==> config.mk <==
export PLATFORM = sky130hd
export DESIGN_NAME = psms_ctrl
export DESIGN_NICKNAME = d
export VERILOG_FILES = /design/src/rtl/psms_pkg.sv /design/src/rtl/psms_ctrl.sv
export VERILOG_INCLUDE_DIRS = /design/src /design/src/rtl
export SDC_FILE = /design/constraint.sdc
export NUM_CORES = 1
export LEC_CHECK = 0
export BUFFER_PORTS_ARGS = -buffer_cell sky130_fd_sc_hd__buf_4
export CORE_AREA = 2 2 39 41
export DETAILED_ROUTE_END_ITERATION = 10
export DIE_AREA = 0 0 41 43
export GPL_TIMING_DRIVEN = 1
export HOLD_SLACK_MARGIN = 0.05
export PLACE_DENSITY = 0.62
export SYNTH_ARGS = -nofsm -noshare
export SYNTH_HDL_FRONTEND = slang
export SYNTH_SLANG_ARGS = --single-unit
==> constraint.sdc <==
create_clock -name clk -period 1.55 [get_ports clk]
set_clock_uncertainty 0.1 [all_clocks]
set_input_delay 0.0775 -clock clk [delete_from_list [all_inputs] [get_ports clk]]
set_output_delay 0.0775 -clock clk [all_outputs]
set_load 0.02 [all_outputs]
==> src/rtl/point_set_membership_search_core_assert.svh <==
// Assertion macros shared by the core's modules.
// Every module that uses them has clk and arst_n in scope.
`ifndef POINT_SET_MEMBERSHIP_SEARCH_CORE_ASSERT_SVH
`define POINT_SET_MEMBERSHIP_SEARCH_CORE_ASSERT_SVH

// ante holds -> cons holds in the same cycle
`define PSMS_ASSERT_SAME(label, ante, cons) \
	label: assert property (@(posedge clk) disable iff (!arst_n) (ante) |-> (cons)) \
		else $error("point set core: assertion failed");

// ante holds -> cons holds in the next cycle
`define PSMS_ASSERT_NEXT(label, ante, cons) \
	label: assert property (@(posedge clk) disable iff (!arst_n) (ante) |=> (cons)) \
		else $error("point set core: assertion failed");

`endif

==> src/rtl/psms_pkg.sv <==
`timescale 1ns / 1ps
package psms_pkg;

	localparam int MAX_POINTS_DEF = 1024;
	localparam int COORD_W        = 32;
	localparam int KEY_W          = 2 * COORD_W;
	localparam int REQ_W          = 2;

	// request codes; code 3 is unused and changes nothing
	localparam logic [REQ_W-1:0] REQ_CLEAR  = 2'd0;
	localparam logic [REQ_W-1:0] REQ_INSERT = 2'd1;
	localparam logic [REQ_W-1:0] REQ_QUERY  = 2'd2;

	// controller -> datapath
	typedef struct packed {
		logic load;      // latch a new transaction
		logic probe;     // read the entry at the search midpoint
		logic step;      // compare probed entry, narrow the search window
		logic shift;     // move one entry up by one slot
		logic ins_write; // write the key at the insert slot
	} cmd_t;

	// datapath -> controller
	typedef struct packed {
		logic full;      // table holds MAX_POINTS keys
		logic lo_lt_hi;  // search window not empty
		logic dst_gt_lo; // entries still to move
		logic is_query;  // current transaction is a query
	} stat_t;

endpackage

==> src/rtl/psms_ctrl.sv <==
`timescale 1ns / 1ps
`include "point_set_membership_search_core_assert.svh"
module psms_ctrl (
	input  logic                         clk,
	input  logic                         arst_n,
	input  logic                         start,
	input  logic [psms_pkg::REQ_W-1:0]   req_type,
	input  psms_pkg::stat_t              stat,
	output psms_pkg::cmd_t               cmd,
	output logic                         busy,
	output logic                         done
);
	import psms_pkg::*;

	typedef enum logic [4:0] {
		ST_IDLE  = 5'b00001,
		ST_SRCH  = 5'b00010,
		ST_CMP   = 5'b00100,
		ST_SHIFT = 5'b01000,
		ST_INS   = 5'b10000
	} state_t;

	state_t state_q, state_d;
	logic   done_q, done_d;

	always_comb begin
		state_d = state_q;
		done_d  = 1'b0;
		cmd     = '0;
		unique case (state_q)
			ST_IDLE: begin
				if (start) begin
					cmd.load = 1'b1;
					priority if (req_type == REQ_QUERY) begin
						state_d = ST_SRCH;
					end else if (req_type == REQ_INSERT && !stat.full) begin
						state_d = ST_SRCH;
					end else begin
						done_d = 1'b1;
					end
				end
			end
			ST_SRCH: begin
				priority if (stat.lo_lt_hi) begin
					cmd.probe = 1'b1;
					state_d   = ST_CMP;
				end else if (stat.is_query) begin
					done_d  = 1'b1;
					state_d = ST_IDLE;
				end else begin
					state_d = ST_SHIFT;
				end
			end
			ST_CMP: begin
				cmd.step = 1'b1;
				state_d  = ST_SRCH;
			end
			ST_SHIFT: begin
				if (stat.dst_gt_lo) begin
					cmd.shift = 1'b1;
				end else begin
					state_d = ST_INS;
				end
			end
			ST_INS: begin
				cmd.ins_write = 1'b1;
				done_d        = 1'b1;
				state_d       = ST_IDLE;
			end
			default: begin
				state_d = ST_IDLE;
			end
		endcase
	end

	always_ff @(posedge clk or negedge arst_n) begin
		if (!arst_n) begin
			state_q <= ST_IDLE;
			done_q  <= 1'b0;
		end else begin
			state_q <= state_d;
			done_q  <= done_d;
		end
	end

	assign busy = (state_q != ST_IDLE);
	assign done = done_q;

	`PSMS_ASSERT_NEXT(a_clear_done, start && !busy && req_type == REQ_CLEAR, done)
	`PSMS_ASSERT_SAME(a_done_idle, done, state_q == ST_IDLE)
	`PSMS_ASSERT_NEXT(a_cmp_to_srch, state_q == ST_CMP, state_q == ST_SRCH)

endmodule

==> results by group <==
Logic synthesis
  – Synth Instances: 40
  – Synthesis-stage register bit count: 6
  – Synthesized net count: slightly below 50
  – Post-synthesis sequential area ratio: roughly two fifths
  – Yosys Warn Count: 0
  – Count of cell types in the netlist: 22
  – Mapped Area: 390 um^2
  – Mapped Avg Cell Area: 9.76 um^2

Detailed routing
  – Met3 WL: 42 um
  – Top routing layer in use: met3
  – Drt wl/cell: roughly 12 um
  – Antenna viol nets, final: 0
  – Final wirelength: just under 1000 um
  – Residual DRC: 0
  – Vias per inst: a little under 5
  – DR WL met2: ~480 um
  – Drt first pass iters: 4
  – M1 wire length: approximately 440 um
  – Via count: slightly below 400
  – Starting DRC count in detailed routing: 8

Flow run
  – Max Cap Violations: 0

Timing
  – RSZ-0062 raised after global routing: yes
  – Maximum operating frequency: 617 MHz
  – Worst slew pin tran: ~350 ps
  – Final Hold Vio Count: 0
  – Max-slew headroom: 76.5%
  – Setup TNS: -71.1 ps
  – Max Slew Vio Count: 0
  – Tmin final: between 1500 and 2000 ps
  – Min setup slack post-route: -71.1 ps
  – Fin crit share: 105%
  – Final setup viols: 1

Run status
  – Status: finished with violations
  – Violated checks: setup timing

Place
  – Routability cong.: around 0.72
  – IO Port Bufs: 15
  – Hpwl dp: 712 um
  – Placed Area: between 500 and 600 um^2

Hold path
  – Hold WC Path Type: input port to asynchronous set/reset pin

Floorplan
  – Top Ports: 16
  – # rows: 14
  – Core Area: between 1000 and 1500 um^2
  – Die height: 43 um
  – Starting Density: 28.2%
  – Die area: 1760 um^2
  – Die X: roughly 40 um

GRT
  – First-pass GRT wire length: about 1500 um
  – Global-route usage over all layers: between 10 and 15%
  – Largest net degree at the start of global routing: 9
  – Vias in the first global route: roughly 380
  – Total congestion overflow: 0
  – Initial antenna violation count: 0

Worst setup path
  – CP cell instances: or3b_4, nor4b_4, buf_4
  – CP Data Arrival Time: between 1000 and 1500 ps
  – Critical path's slowest cell: or3b_4
  – Startpoint Class: flip-flop
  – Worst setup EP type: output pin
  – Crit path kind: flip-flop to output pin
  – CP max FO: 2
  – CP required: between 1000 and 1500 ps
  – Max stage delay on crit path: ~420 ps

Finish
  – Final Core Density: roughly 46%
  – Final Cell Area: about 640 um^2
  – Layout cells sized above 1: between 50 and 60%
  – Fin nets: 75
  – P&R area growth vs syn: 64.1%
  – Antenna diodes: 0

Clock network
  – CTS clk-pin slew, worst paths: about 50 ps
  – Total CTS buffers: 3
  – Max H-tree Level: 1
  – Clk sinks: 6
  – CTS tree: yes
  – CTS Buffer Depth: 2
  – CTS Root Cell: clkbuf_4
  – Worst-Skew Late Latency: roughly 240 ps

Power and ir drop
  – Maximum resistive drop on vdd: 0.561 mV
  – PD cells: about 990 nW/um^2
  – P_leak: ~0.00031 uW
-- synth_stat cells --
library cell	n	area share, %
nor4bb_1	1	2.6
nand3_1	2	2.6
mux2i_1	1	2.6
a21o_2	1	2.2
xor2_1	1	2.2
and4bb_2	1	3.2
nor4_4	1	5.4
nor2_1	6	5.8
or3b_4	1	2.9
buf_4	1	1.9
inv_1	4	3.8
nor4b_1	2	4.5
a21oi_1	2	2.6
dfrtp_1	5	32
a21o_1	2	3.8
o21ai_0	3	3.8
nand4_1	1	1.6
nand3_2	1	2.6
or3b_2	1	2.2
nand3b_1	1	1.9
buf_6	1	2.9
dfstp_2	1	6.7
-- cells by family after synthesis --
logic type / count (synthesis) / synth area share [%]
AO/OA/AOI/OAI: 8 / 12.5
XOR/XNOR: 1 / 2.24
buffers and inverters: 6 / 8.65
flip-flops: 6 / 38.8
multiplexers: 1 / 2.56
AND/OR/NAND/NOR: 18 / 35.3
-- what timing repair did --
action,4_1_cts,5_1_grt
pin swaps,2,1
setup endpoints to repair,2,5
endpoints found under the hold margin,11,0
hold buffers,5,0
buffers inserted,1,0
gates resized for setup,4,4
-- final cells by class --
type | instances | area [um^2]
clock buffer | 4 | 26.3
fill | 127 | 743
inverter | 4 | 15.0
multi-input combinational | 28 | 240
sequential | 6 | 154
tap | 16 | 20.0
timing repair buffer | 23 | 185
-- metal layers --
layer,global-route usage [%],vias to the layer above
li1,-,195
met1,13.8,190
met2,20.0,7
met3,3.66,0
met4,6.00,0
met5,0,-
-- cells in the final DEF, fill, tap and decap left out, types with 3 or more instances in the layout --
cell type | Yosys | layout
buf_4 | 1 | 18
clkbuf_4 | 0 | 3
dfrtp_1 | 5 | 3
dlygate4sd3_1 | 0 | 5
inv_1 | 4 | 4
nor2_1 | 6 | 4
-- power breakdown --
group	switching [uW]	total (uW)	internal, uW	leakage, uW
clock	59.7	157	97.7	0.0000150
sequential	29.0	219	190	0.0000757
combinational	126	258	132	0.000223
total	214	634	419	0.000314
-- flip-flops by register name, indices dropped and copies added, names as in the netlist --
name,cells
done,1
state_q,5
-- metrics by stage --
| step | total power [uW] | setup slack, ps | hold slack (ps) | std cells |
|---|---|---|---|---|
| 6_report | 634 | -71.1 | 78.7 | 81 |
| 5_1_grt | 672 | -123 | 87.1 | 81 |
| 4_1_cts | 623 | -49.2 | 72.1 | 81 |
| 3_5_place_dp | 447 | 101 | -211 | 71 |
| 3_3_place_gp | 444 | 93.6 | -211 | 71 |
| 2_1_floorplan | 357 | 88.0 | -318 | 40 |
-- final timing paths --
check	endpoint	from	cells past startpoint	slack (ps)
min in group clk	done	req_type[0]	3	180
max reg2reg	done	state_q[3]	5	30
min	state_q[4]	arst_n	2	80
max	cmd[3]	state_q[3]	3	-70
max in group asynchronous	state_q[0]	arst_n	2	1060
min reg2reg	done	state_q[0]	2	500
-- critical path, delay by kind of cell (launching register included) --
kind	cells	cell delay, ps
buffers and inverters	1	180
DFF	1	380
and+or+nand+nor	2	640
Power figures use the tool's default switching activity.
